File: src/hw/rtl/tgrq_pkg.sv
// Shared types and constants for the thresholded grid region query block.
// Used by tgrq_div and thresholded_grid_region_query. No dependencies.
`timescale 1ns / 1ps

package tgrq_pkg;

  // Query position and cell size widths, Q16.16.
  localparam int unsigned PosW  = 32;
  localparam int unsigned SizeW = 31;
  // Signed quotient of a 32 bit position by a cell size of at least one.
  localparam int unsigned QuotW = PosW + 1;

  localparam int unsigned NumFaces = 6;

  typedef enum logic [1:0] {
    OP_WRITE,
    OP_INSIDE,
    OP_INTERIOR,
    OP_EXTERIOR
  } op_e;

  // Comparison modes of the threshold test.
  localparam logic [2:0] CMP_GT = 3'd0;
  localparam logic [2:0] CMP_GE = 3'd1;
  localparam logic [2:0] CMP_LT = 3'd2;
  localparam logic [2:0] CMP_LE = 3'd3;
  localparam logic [2:0] CMP_EQ = 3'd4;
  localparam logic [2:0] CMP_NE = 3'd5;

  // Configuration register indexes.
  localparam logic [2:0] REG_CELL_SIZE_X = 3'd0;
  localparam logic [2:0] REG_CELL_SIZE_Y = 3'd1;
  localparam logic [2:0] REG_CELL_SIZE_Z = 3'd2;
  localparam logic [2:0] REG_THRESHOLD   = 3'd3;
  localparam logic [2:0] REG_COMPARE     = 3'd4;
  localparam logic [2:0] REG_STORE_LO_X  = 3'd5;
  localparam logic [2:0] REG_STORE_LO_Y  = 3'd6;
  localparam logic [2:0] REG_STORE_LO_Z  = 3'd7;

endpackage

File: src/hw/rtl/tgrq_div.sv
// Iterative floor division of a signed position by an unsigned cell size.
// One quotient bit per cycle. Depends on tgrq_pkg.
`timescale 1ns / 1ps

module tgrq_div
  import tgrq_pkg::*;
(
  input  logic                    clk_i,
  input  logic                    rst_ni,
  input  logic                    start_i,
  input  logic signed [PosW-1:0]  dividend_i,
  input  logic [SizeW-1:0]        divisor_i,
  output logic                    done_o,
  output logic signed [QuotW-1:0] quot_o,
  output logic [SizeW-1:0]        rem_o
);

  localparam int unsigned CntW = $clog2(PosW);
  localparam logic [CntW-1:0] CntLast = CntW'(PosW - 1);

  logic            run_q, done_q, neg_q;
  logic [CntW-1:0] cnt_q;
  logic [PosW-1:0] mag_q;
  logic [SizeW-1:0] rem_q, div_q;
  logic [PosW-1:0] trial;
  logic            ge;
  logic [QuotW-1:0] q0;

  assign trial = {rem_q, mag_q[PosW-1]};
  assign ge    = trial >= {1'b0, div_q};

  always_ff @(posedge clk_i or negedge rst_ni) begin
    if (!rst_ni) begin
      run_q  <= 1'b0;
      done_q <= 1'b0;
      neg_q  <= 1'b0;
      cnt_q  <= '0;
      mag_q  <= '0;
      rem_q  <= '0;
      div_q  <= '0;
    end else begin
      done_q <= 1'b0;
      if (start_i) begin
        run_q <= 1'b1;
        neg_q <= dividend_i[PosW-1];
        mag_q <= dividend_i[PosW-1] ? (~dividend_i + 1'b1) : dividend_i;
        rem_q <= '0;
        div_q <= divisor_i;
        cnt_q <= '0;
      end else if (run_q) begin
        rem_q <= ge ? SizeW'(trial - {1'b0, div_q}) : SizeW'(trial);
        mag_q <= {mag_q[PosW-2:0], ge};
        cnt_q <= cnt_q + 1'b1;
        if (cnt_q == CntLast) begin
          run_q  <= 1'b0;
          done_q <= 1'b1;
        end
      end
    end
  end

  // Negative dividends round toward minus infinity; ~q0 is -q0 - 1.
  assign q0     = {1'b0, mag_q};
  assign done_o = done_q;
  assign quot_o = !neg_q ? q0 : ((rem_q == '0) ? (~q0 + 1'b1) : ~q0);
  assign rem_o  = (neg_q && rem_q != '0) ? (div_q - rem_q) : rem_q;

endmodule

File: config.mk
export PLATFORM = sky130hd
export DESIGN_NAME = tgrq_div
export DESIGN_NICKNAME = d
export VERILOG_FILES = /design/src/hw/rtl/tgrq_pkg.sv /design/src/hw/rtl/tgrq_div.sv
export SDC_FILE = /design/constraint.sdc
export NUM_CORES = 1
export LEC_CHECK = 0
export BUFFER_PORTS_ARGS = -buffer_cell sky130_fd_sc_hd__buf_2
export CORE_AREA = 5 5 152 154
export DETAILED_ROUTE_END_ITERATION = 6
export DIE_AREA = 0 0 157 159
export PLACE_DENSITY = 0.73
export SKIP_LAST_GASP = 1
export SYNTH_ARGS = -nofsm -noshare
export SYNTH_HDL_FRONTEND = slang
export SYNTH_SLANG_ARGS = --single-unit
File: constraint.sdc
create_clock -name clk_i -period 4 [get_ports clk_i]
set_clock_uncertainty 0.05 [all_clocks]
set_input_delay 0.8 -clock clk_i [delete_from_list [all_inputs] [get_ports clk_i]]
set_output_delay 0.8 -clock clk_i [all_outputs]
set_load 0.01 [all_outputs]
# After elaboration in Yosys (flattened, before gate mapping)
# Cells that the tools add are included.
[op_classes] addsub=5 order_cmp=1 n_eq_ne=1 muxes=17 n_bitwise=2 n_reduce_logical=4
[op_table] op="2-to-1 mux 31 bit" count=4
[op_table] op="2-to-1 mux 32 bit" count=3
[op_table] op="2-to-1 mux 33 bit" count=2
[op_table] op="subtractor 31 bit" count=2
[op_table] op="adder 33 x 1 -> 33 bit (second input constant)" count=1
[op_table] op="NOT 32 -> 33 bit" count=1
[op_table] op="adder 32 x 1 -> 32 bit (second input constant)" count=1
[op_table] op=">= comparator 32 x 31 -> 1 bit" count=1
[op_table] op="NOT 32 bit" count=1
[op_table] op="zero test 31 bit" count=1
[op_table] op="nonzero test 31 bit" count=1
[op_table] op="2-to-1 mux 5 bit" count=2
[op_table] op="2-to-1 mux 1 bit" count=6
[op_table] op="adder 5 x 1 -> 5 bit (second input constant)" count=1
[op_table] op="equality test 5 bit (second input constant)" count=1
[op_table] op="nonzero test 2 bit" count=1
[op_table] op="logical AND 1 bit" count=1
[totals] ff_bits=102 input_bits=66

# Longest topological paths before layout
# Gate-level depths: netlist of the first run.
[depth] depth_word=4 depth_mapped=14 depth_no_buf=12

# Least setup slack after synthesis of the first run
# No wires, ideal clock.
[synth_timing] path_kind="flip-flop to output port" start="register rem_q[0]" end="output rem_o[28]" t_arrival_ps=2977 path_slack_ps=173 stages_incl_launch_ff=12 path_buffers=0 cell_sequence="dfrtp_1 -> ha_1 -> inv_1 -> fa_1 -> a211oi_1 -> o21ai_0 -> a2111oi_0 -> o21ba_2 -> o21ba_2 -> o21ai_0 -> xnor2_1 -> o21ai_0"
[synth_via] elab_chain_cells=3
[synth_rtl] element="start, declared" line_no="tgrq_div.sv:24" text="logic [SizeW-1:0] rem_q, div_q;"
[synth_rtl] element="start signal, assigned" line_no="tgrq_div.sv:51" text="rem_q <= ge ? SizeW'(trial - {1'b0, div_q}) : SizeW'(trial);"
[synth_rtl] element="branches (longest 2 deep; another with subtractor 31 bit)"
[synth_rtl] element="2-to-1 mux 31 bit (*)" line_no="tgrq_div.sv:66" text="assign rem_o = (neg_q && rem_q != '0) ? (div_q - rem_q) : rem_q;"
[synth_rtl] element="end, declared" line_no="tgrq_div.sv:15" text="output logic [SizeW-1:0] rem_o"
# Every way passes the cells marked *.

# Worst setup path after layout of the first run
[layout_timing] start="register mag_q[14]" end="output quot_o[30]"
[layout_via] elab_chain_cells=4
[layout_rtl] element="start, declared" line_no="tgrq_div.sv:23" text="logic [PosW-1:0] mag_q;"
[layout_rtl] element="start signal, assigned" line_no="tgrq_div.sv:46" text="mag_q <= dividend_i[PosW-1] ? (~dividend_i + 1'b1) : dividend_i;"
[layout_rtl] element="start signal, assigned" line_no="tgrq_div.sv:52" text="mag_q <= {mag_q[PosW-2:0], ge};"
[layout_rtl] element="NOT 32 -> 33 bit" line_no="tgrq_div.sv:65" text="assign quot_o = !neg_q ? q0 : ((rem_q == '0) ? (~q0 + 1'b1) : ~q0);"
[layout_rtl] element="adder 33 x 1 -> 33 bit" line_no="tgrq_div.sv:65"
[layout_rtl] element="2-to-1 mux 33 bit (2 in series)" line_no="tgrq_div.sv:65"
[layout_rtl] element="end, declared" line_no="tgrq_div.sv:14" text="output logic signed [QuotW-1:0] quot_o,"
# No other way between the ends.

==> impl_metrics.env, run 1 <==
export IMPL_run_status="complete, but fails checks"
export IMPL_violations="DRC, setup timing"
export IMPL_critPathLaunchType="flip-flop"
export IMPL_totalNegativeSetupSlack_ns=-0.235
export IMPL_power_net_switching_mw=1.21
export IMPL_timing_final_crit_share_pct=102
export IMPL_synth_top_flop_cell="sky130_fd_sc_hd__dfrtp_1"
export IMPL_portBuffers=130
export IMPL_wl_per_cell_um=17.0
export IMPL_number_of_endpoints_with_negative_hold_slack_in_the_final_report=0
export IMPL_fin_crit_ns=4.07
export IMPL_detailedPlacementHpwl_um=20500
export IMPL_global_route_usage_total_pct=22.2
export IMPL_worst_skew_pair_late_latency_ns=0.37
export IMPL_synthMuxAreaShare_pct=3.28
export IMPL_antenna_diode_count=0
export IMPL_tritoncts_num_buffers=9
export IMPL_worst_endpoint_arrival_ns=3.22
export IMPL_slew_headroom_pct=42.8
export IMPL_cts_root_buffer="sky130_fd_sc_hd__clkbuf_16"
export IMPL_rsz0062_at_grt="true"
export IMPL_core_area_um2=21600
export IMPL_ff2ff_setup_slack_ns=0.30
export IMPL_drive_gt1_share_pct=19.1
export IMPL_globalRoute_totalOverflow=0
export IMPL_rd_place_congestion=0.934
export IMPL_grt_start_max_net_pins=156
export IMPL_nets=1489
export IMPL_num_rows=54
export IMPL_critical_path_required_ns=3.15
export IMPL_die_x_um=157
export IMPL_first_drt_iteration_drcs=707
export IMPL_layout_commonest_cell="sky130_fd_sc_hd__nand2_1"
export IMPL_clkSlewWorstSetupHoldPaths_ns=0.09
export IMPL_p_int_mw=2.03
export IMPL_postRouteAntennaNets=0
export IMPL_layout_cells_most_common_list="176 x sky130_fd_sc_hd__nand2_1, 130 x sky130_fd_sc_hd__o21ai_0, 128 x sky130_fd_sc_hd__buf_2"
export IMPL_async_flop_share_pct=100
export IMPL_number_of_antenna_violations_at_the_first_check_in_global_routing=2
export IMPL_synth_compound_area_share_pct=26.5
export IMPL_drt_total_wl_um=27900
export IMPL_dieArea_um2=25000
export IMPL_criticalPathCategory="reg2out"
export IMPL_maxClockFrequency_ghz=0.246
export IMPL_postSynthRegisterBits=102
export IMPL_tightest_slew_ns=0.858
export IMPL_synth_xor_area_share_pct=9.93
export IMPL_pin_count=131
export IMPL_synth_top_area_share_pct=26.8
export IMPL_cts_max_level=3
export IMPL_power_total_mw=3.24
export IMPL_seqPwrFrac_pct=36.7
export IMPL_synth_enable_flop_cells=0
export IMPL_cts_tree="built"
export IMPL_num_fill_cells=2066
export IMPL_synthesis_area_um2=9530
export IMPL_clock_power_share_pct=29.0
export IMPL_die_y_um=159
export IMPL_synth_simple_gate_area_share_pct=18.5
export IMPL_crit_path_end_kind="output pin"
export IMPL_cts_sinks=102
export IMPL_remaining_drc_errors=2
export IMPL_final_setup_worst_slack_ns=-0.0698
export IMPL_seq_area_frac_synth_pct=26.8
export IMPL_layout_core_utilization_pct=52.5
export IMPL_drt_pass1_iterations=7
export IMPL_vdd_ir_drop_worst_uv=193
export IMPL_setup_viol=6
export IMPL_synth_fp_nets=1350
export IMPL_total_leakage_power_nw=5.16
export IMPL_yosys_area_share_adder_pct=8.95
export IMPL_drv_max_cap_violation_count=0
export IMPL_route_vias_total=9315
export IMPL_viasPerCell=5.68
export IMPL_netlist_instances=1217
export IMPL_floorplan_initialDensity_pct=44.2
export IMPL_pwr_density_cell_nw_per_um2=287
export IMPL_synth_largest_area_cell="sky130_fd_sc_hd__dfrtp_1"
export IMPL_path_max_fanout=6
export IMPL_min_path_type="in2async"
export IMPL_pwr_share_comb_pct=34.3
export IMPL_syn_area_per_cell_um2=7.83
export IMPL_switching_share_pct=37.3
export IMPL_synth_cell_types=70
export IMPL_number_of_global_route_vias_before_repair=9378
export IMPL_maxSlewViolCount=0
export IMPL_synth_top_family_by_area="compound AO/OA/AOI/OAI gates"
export IMPL_clockBufferDepth=2
export IMPL_netlist_top_cells_area="sky130_fd_sc_hd__dfrtp_1 27%, sky130_fd_sc_hd__ha_1 8.5%, sky130_fd_sc_hd__o21ai_0 7.4%, sky130_fd_sc_hd__xnor2_1 7.4%, sky130_fd_sc_hd__nand2_1 6.9%"
export IMPL_area_growth_pct=18.7
export IMPL_yosys_warnings=0
export IMPL_grt_pass1_wl_um=46500
==> metrics by stage <==
step / instance area (um^2) / hold WS (ns) / setup slack [ns] / cells
final: 11300 / 0.452 / -0.0698 / 1641
after global routing: 11300 / 0.528 / -0.188 / 1641
after CTS: 11200 / 0.481 / -0.0745 / 1640
after detailed placement: 10600 / 0.487 / -0.242 / 1609
after global placement: 10600 / 0.464 / -0.343 / 1609
after floorplan: 9530 / 0.443 / 0.173 / 1217
==> worst paths after layout <==
kind,from,to,cells after the start
setup / recovery,mag_q[14],quot_o[30],7
hold / removal,rst_ni,rem_q[25],1
setup reg to reg,mag_q[31],rem_q[15],13
hold reg to reg,cnt_q[4],cnt_q[4],2
max in group asynchronous,rst_ni,rem_q[3],2
min in group clk_i,cnt_q[4],cnt_q[4],2
==> critical path: stages (launching register included) <==
cell and delay [ns]:
sky130_fd_sc_hd__dfrtp_2 0.45, sky130_fd_sc_hd__or4_4 0.57, sky130_fd_sc_hd__or4_1 0.43, sky130_fd_sc_hd__or2_4 0.26, sky130_fd_sc_hd__or4_4 0.58, sky130_fd_sc_hd__o31ai_4 0.25
sky130_fd_sc_hd__xnor2_1 0.14, sky130_fd_sc_hd__buf_2 0.15
==> layout make-up <==
class	instances	area (um^2)	share of cell area, %
multi-input cells	966	6610	58.4
clock inverters	7	92.6	0.819
inverters	89	334	2.95
repair buffers	188	1140	10.0
clock buffers	9	225	1.99
flip-flops and latches	102	2560	22.6
well taps	280	350	3.10
==> cell usage after synthesis, types with 7 or more instances <==
cell                       number
sky130_fd_sc_hd__a311oi_1      18
sky130_fd_sc_hd__nor2_1        65
sky130_fd_sc_hd__a211oi_1      12
sky130_fd_sc_hd__nor3_1        17
sky130_fd_sc_hd__or3_1         10
sky130_fd_sc_hd__a31oi_1        8
sky130_fd_sc_hd__xor2_1        28
sky130_fd_sc_hd__o41ai_1        7
sky130_fd_sc_hd__or4_1         12
sky130_fd_sc_hd__o211ai_1      12
sky130_fd_sc_hd__clkbuf_1      47
sky130_fd_sc_hd__dfrtp_1      102
sky130_fd_sc_hd__ha_1          65
sky130_fd_sc_hd__nor4_1        10
sky130_fd_sc_hd__nand2_1      176
sky130_fd_sc_hd__and3_1        11
sky130_fd_sc_hd__o31ai_1       21
sky130_fd_sc_hd__nand2b_1      10
sky130_fd_sc_hd__o21a_1        13
sky130_fd_sc_hd__nand4_1       10
sky130_fd_sc_hd__mux2i_1       29
sky130_fd_sc_hd__nor2b_1        9
sky130_fd_sc_hd__o21bai_1      12
sky130_fd_sc_hd__o21ai_0      140
sky130_fd_sc_hd__a21oi_1       65
sky130_fd_sc_hd__a41oi_1        9
sky130_fd_sc_hd__a21o_1        24
sky130_fd_sc_hd__xnor2_1       80
sky130_fd_sc_hd__nand3_1       21
sky130_fd_sc_hd__inv_1         89
==> state kept, by name (all words and copies together), names as in the netlist <==
register and count:
done_o 1, mag_q 32, run_q 1, div_q 31, neg_q 1, cnt_q 5, rem_q 31
==> routing by layer <==
layer / GRT usage (%) / vias to the layer above / routed length, um
met1: 29.3 / 4438 / 12600
met3: 3.70 / 28 / 1400
li1: - / 4644 / -
met4: 5.09 / 4 / 363
met2: 37.9 / 201 / 13500
met5: 0 / - / 27
==> what timing repair did <==
item | in CTS | in global routing
buffers inserted | 15 | 1
gates resized for setup | 24 | 34
pin swaps | 19 | 12
setup endpoints to repair | 29 | 32
hold buffers | 0 | 0
==> power groups by stage <==
| stage | combinational, mW | sequential, mW | clock [mW] |
|---|---|---|---|
| 2_1_floorplan | 0.710 | 1.18 | 0 |
| 3_3_place_gp | 1.03 | 1.20 | 0 |
| 3_5_place_dp | 1.05 | 1.20 | 0 |
| 4_1_cts | 1.08 | 1.19 | 0.960 |
| 5_1_grt | 1.24 | 1.20 | 0.998 |
| 6_report | 1.11 | 1.19 | 0.941 |
==> cells by family after synthesis <==
group,count (synthesis)
AOI/OAI and AO/OA,387
and+or+nand+nor,373
buffers and inverters,149
xor gates and xnor gates,108
DFF,102
adders and majority gates,67
muxes,31
Power figures use the tool's default switching activity.
==> inputs of run 2 (changes only) <==
- CELL_PAD_IN_SITES_DETAIL_PLACEMENT: unset -> 2
- CELL_PAD_IN_SITES_GLOBAL_PLACEMENT: unset -> 2
- CORE_AREA: 5 5 152 154 -> 2 2 169 171
- DIE_AREA: 0 0 157 159 -> 0 0 171 173
- PLACE_DENSITY: 0.73 -> 0.9
==> run 2 against run 1 <==
Effect of this change:
- the run ends with setup timing left
- largest cell class unchanged
- sequential share of layout area decreased by 1.1 points
- worst setup slack got worse by 0.31 ns
- flip-flop and latch count unchanged
- register-to-register slack got worse by 0.34 ns
- clock-buffer cell count unchanged
- non-clock buffer count increased by 27
- via count increased by 11%
- first-iteration DRC count decreased by 17%
- worst hold slack got worse by 0.27 ns
==> impl_metrics.env, run 2 (synthesis gave the netlist of run 1 again) <==
export IMPL_layout_commonest_cell="sky130_fd_sc_hd__nand2_1"
export IMPL_critical_path_required_ns=3.15
export IMPL_floorplan_initialDensity_pct=34.5
export IMPL_worst_case_setup_slack_after_placement_ns=-0.320
export IMPL_cts_sinks=102
export IMPL_number_of_global_route_vias_before_repair=11146
export IMPL_place_inst=1726
export IMPL_cts_root_buffer="sky130_fd_sc_hd__clkbuf_16"
export IMPL_critical_path_cell_list="nor4_2 -> buf_4 -> nand4_1 -> buf_4 -> nor3_4 -> nand3_2 -> or3_4 -> o41a_1 -> buf_4 -> xor2_1 -> buf_2"
export IMPL_grt_start_max_net_pins=97
export IMPL_globalRoute_totalOverflow=0
export IMPL_drt_total_wl_um=43000
export IMPL_path_buf_inv=4
export IMPL_pin_count=131
export IMPL_area_growth_pct=24.8
export IMPL_min_path_type="in2async"
export IMPL_wl_per_cell_um=24.4
export IMPL_cp_peak_stage_delay_ns=0.57
export IMPL_dieArea_um2=29600
export IMPL_first_drt_iteration_drcs=589
export IMPL_crit_reg2reg_launch="div_q[0]"
export IMPL_final_setup_worst_slack_ns=-0.377
export IMPL_nets=1516
export IMPL_portBuffers=130
export IMPL_violations="setup timing"
export IMPL_crit_top_cell="sky130_fd_sc_hd__buf_4"
export IMPL_pwr_density_cell_nw_per_um2=300
export IMPL_die_x_um=171
export IMPL_slew_headroom_pct=34.6
export IMPL_grt_use_met1_pct=32.6
export IMPL_number_of_antenna_violations_at_the_first_check_in_global_routing=1
export IMPL_grt_pass1_wl_um=62900
export IMPL_die_y_um=173
export IMPL_layout_core_utilization_pct=43.1
export IMPL_crit_path_end_kind="output pin"
export IMPL_setup_viol=38
export IMPL_criticalPathCategory="reg2out"
export IMPL_drv_max_cap_violation_count=0
export IMPL_vdd_ir_drop_worst_uv=221
export IMPL_detailedPlacementHpwl_um=28800
export IMPL_maxClockFrequency_ghz=0.228
export IMPL_fin_crit_ns=4.38
export IMPL_cell_count_final_fillers_out=1767
export IMPL_worst_endpoint_arrival_ns=3.53
export IMPL_critPathLaunchType="flip-flop"
export IMPL_path_delay_family="simple AND/OR/NAND/NOR gates"
export IMPL_run_status="complete, but fails checks"
export IMPL_timing_final_crit_share_pct=109
export IMPL_met2_usage_pct=48.2
export IMPL_layout_cells_most_common_list="174 x sky130_fd_sc_hd__nand2_1, 128 x sky130_fd_sc_hd__buf_2, 115 x sky130_fd_sc_hd__o21ai_0"
export IMPL_maxSlewViolCount=0
export IMPL_number_of_endpoints_with_negative_hold_slack_in_the_final_report=0
export IMPL_clkSlewWorstSetupHoldPaths_ns=0.09
export IMPL_gr_max_usage_layer="met2"
export IMPL_groute_layer_met3_usage_pct=2.82
export IMPL_drt_pass1_iterations=7
export IMPL_rsz0062_at_grt="true"
export IMPL_num_fill_cells=3132
export IMPL_largest_regs="mag_q (32), div_q (31), rem_q (31)"
export IMPL_path_max_fanout=6
export IMPL_total_leakage_power_nw=5.38
export IMPL_worst_skew_pair_late_latency_ns=0.37
export IMPL_reg2reg_depth=16
export IMPL_core_area_um2=27600
export IMPL_viasPerCell=5.84
export IMPL_route_vias_total=10312
export IMPL_tightest_slew_ns=0.972
export IMPL_largest_register="mag_q"
export IMPL_remaining_drc_errors=0
export IMPL_cell_with_the_largest_stage_delay_on_the_worst_path="sky130_fd_sc_hd__o41a_1"
export IMPL_postRouteAntennaNets=0
export IMPL_largest_reg_flops=32
export IMPL_cts_max_level=3
export IMPL_setup_worst_path_start="rem_q[12]"
export IMPL_tritoncts_num_buffers=9
export IMPL_num_rows=61
export IMPL_clockBufferDepth=2
export IMPL_drive_gt1_share_pct=22.6
export IMPL_cts_tree="built"
export IMPL_r2r_end="rem_q[3]"
export IMPL_ff2ff_setup_slack_ns=-0.04
export IMPL_global_route_usage_total_pct=26.6
export IMPL_rd_place_congestion=0.873
run 2: cell types whose count changed in the layout (fill, tap and decap cells not counted), sizes merged:
| cell | change |
|---|---|
| buf | +27 |
| bufinv | +1 |
| clkinv | -1 |
| clkinvlp | -1 |
| diode | +1 |
| inv | +1 |
run 2: final cells by class:
type,instances,area [um^2],share of cell area (%)
diodes,1,2.50,0.0210
flip-flops and latches,102,2560,21.6
inverters,89,337,2.83
clock inverters,7,92.6,0.778
well taps,378,473,3.98
repair buffers,215,1360,11.4
clock buffers,9,225,1.89
multi-input cells,966,6840,57.5
run 2: report_power, final:
group          switching, mW  leakage (nW)  internal, mW
combinational          0.803          3.94         0.538
sequential             0.106          1.29          1.10
clock                  0.512         0.155         0.505
run 2: layer usage:
| layer | vias to the layer above | wire [um] |
|---|---|---|
| met1 | 5253 | 17800 |
| met2 | 275 | 22400 |
| met5 | - | 0 |
| met4 | 0 | 1610 |
| met3 | 100 | 1230 |
| li1 | 4684 | - |
run 2: worst max path at each step:
| stage | to | cells after the start | slack, ns |
|---|---|---|---|
| 2_1_floorplan | rem_o[28] | 11 | 0.17 |
| 3_3_place_gp | rem_o[28] | 14 | -0.32 |
| 3_5_place_dp | rem_o[30] | 14 | -0.32 |
| 4_1_cts | quot_o[28] | 11 | -0.11 |
| 5_1_grt | quot_o[21] | 11 | -0.51 |
| 6_report | quot_o[21] | 11 | -0.38 |
run 2: repair_timing:
action | CTS | global route
endpoints found under the setup margin | 39 | 68
buffers inserted | 13 | 11
hold buffers | 0 | 0
pin swaps | 28 | 40
hold endpoints to repair | 0 | 0
gates resized for setup | 54 | 66
run 2: per-stage QoR:
stage	TNS [ns]	hold WS, ns	cell area, um^2	total power [mW]
after floorplan	0	0.443	9530	1.89
after global placement	-1.54	0.459	10900	2.27
after detailed placement	-1.55	0.501	10900	2.36
after CTS	-1.07	0.185	11500	3.43
after global routing	-14.36	0.180	11900	3.72
final	-5.69	0.183	11900	3.57
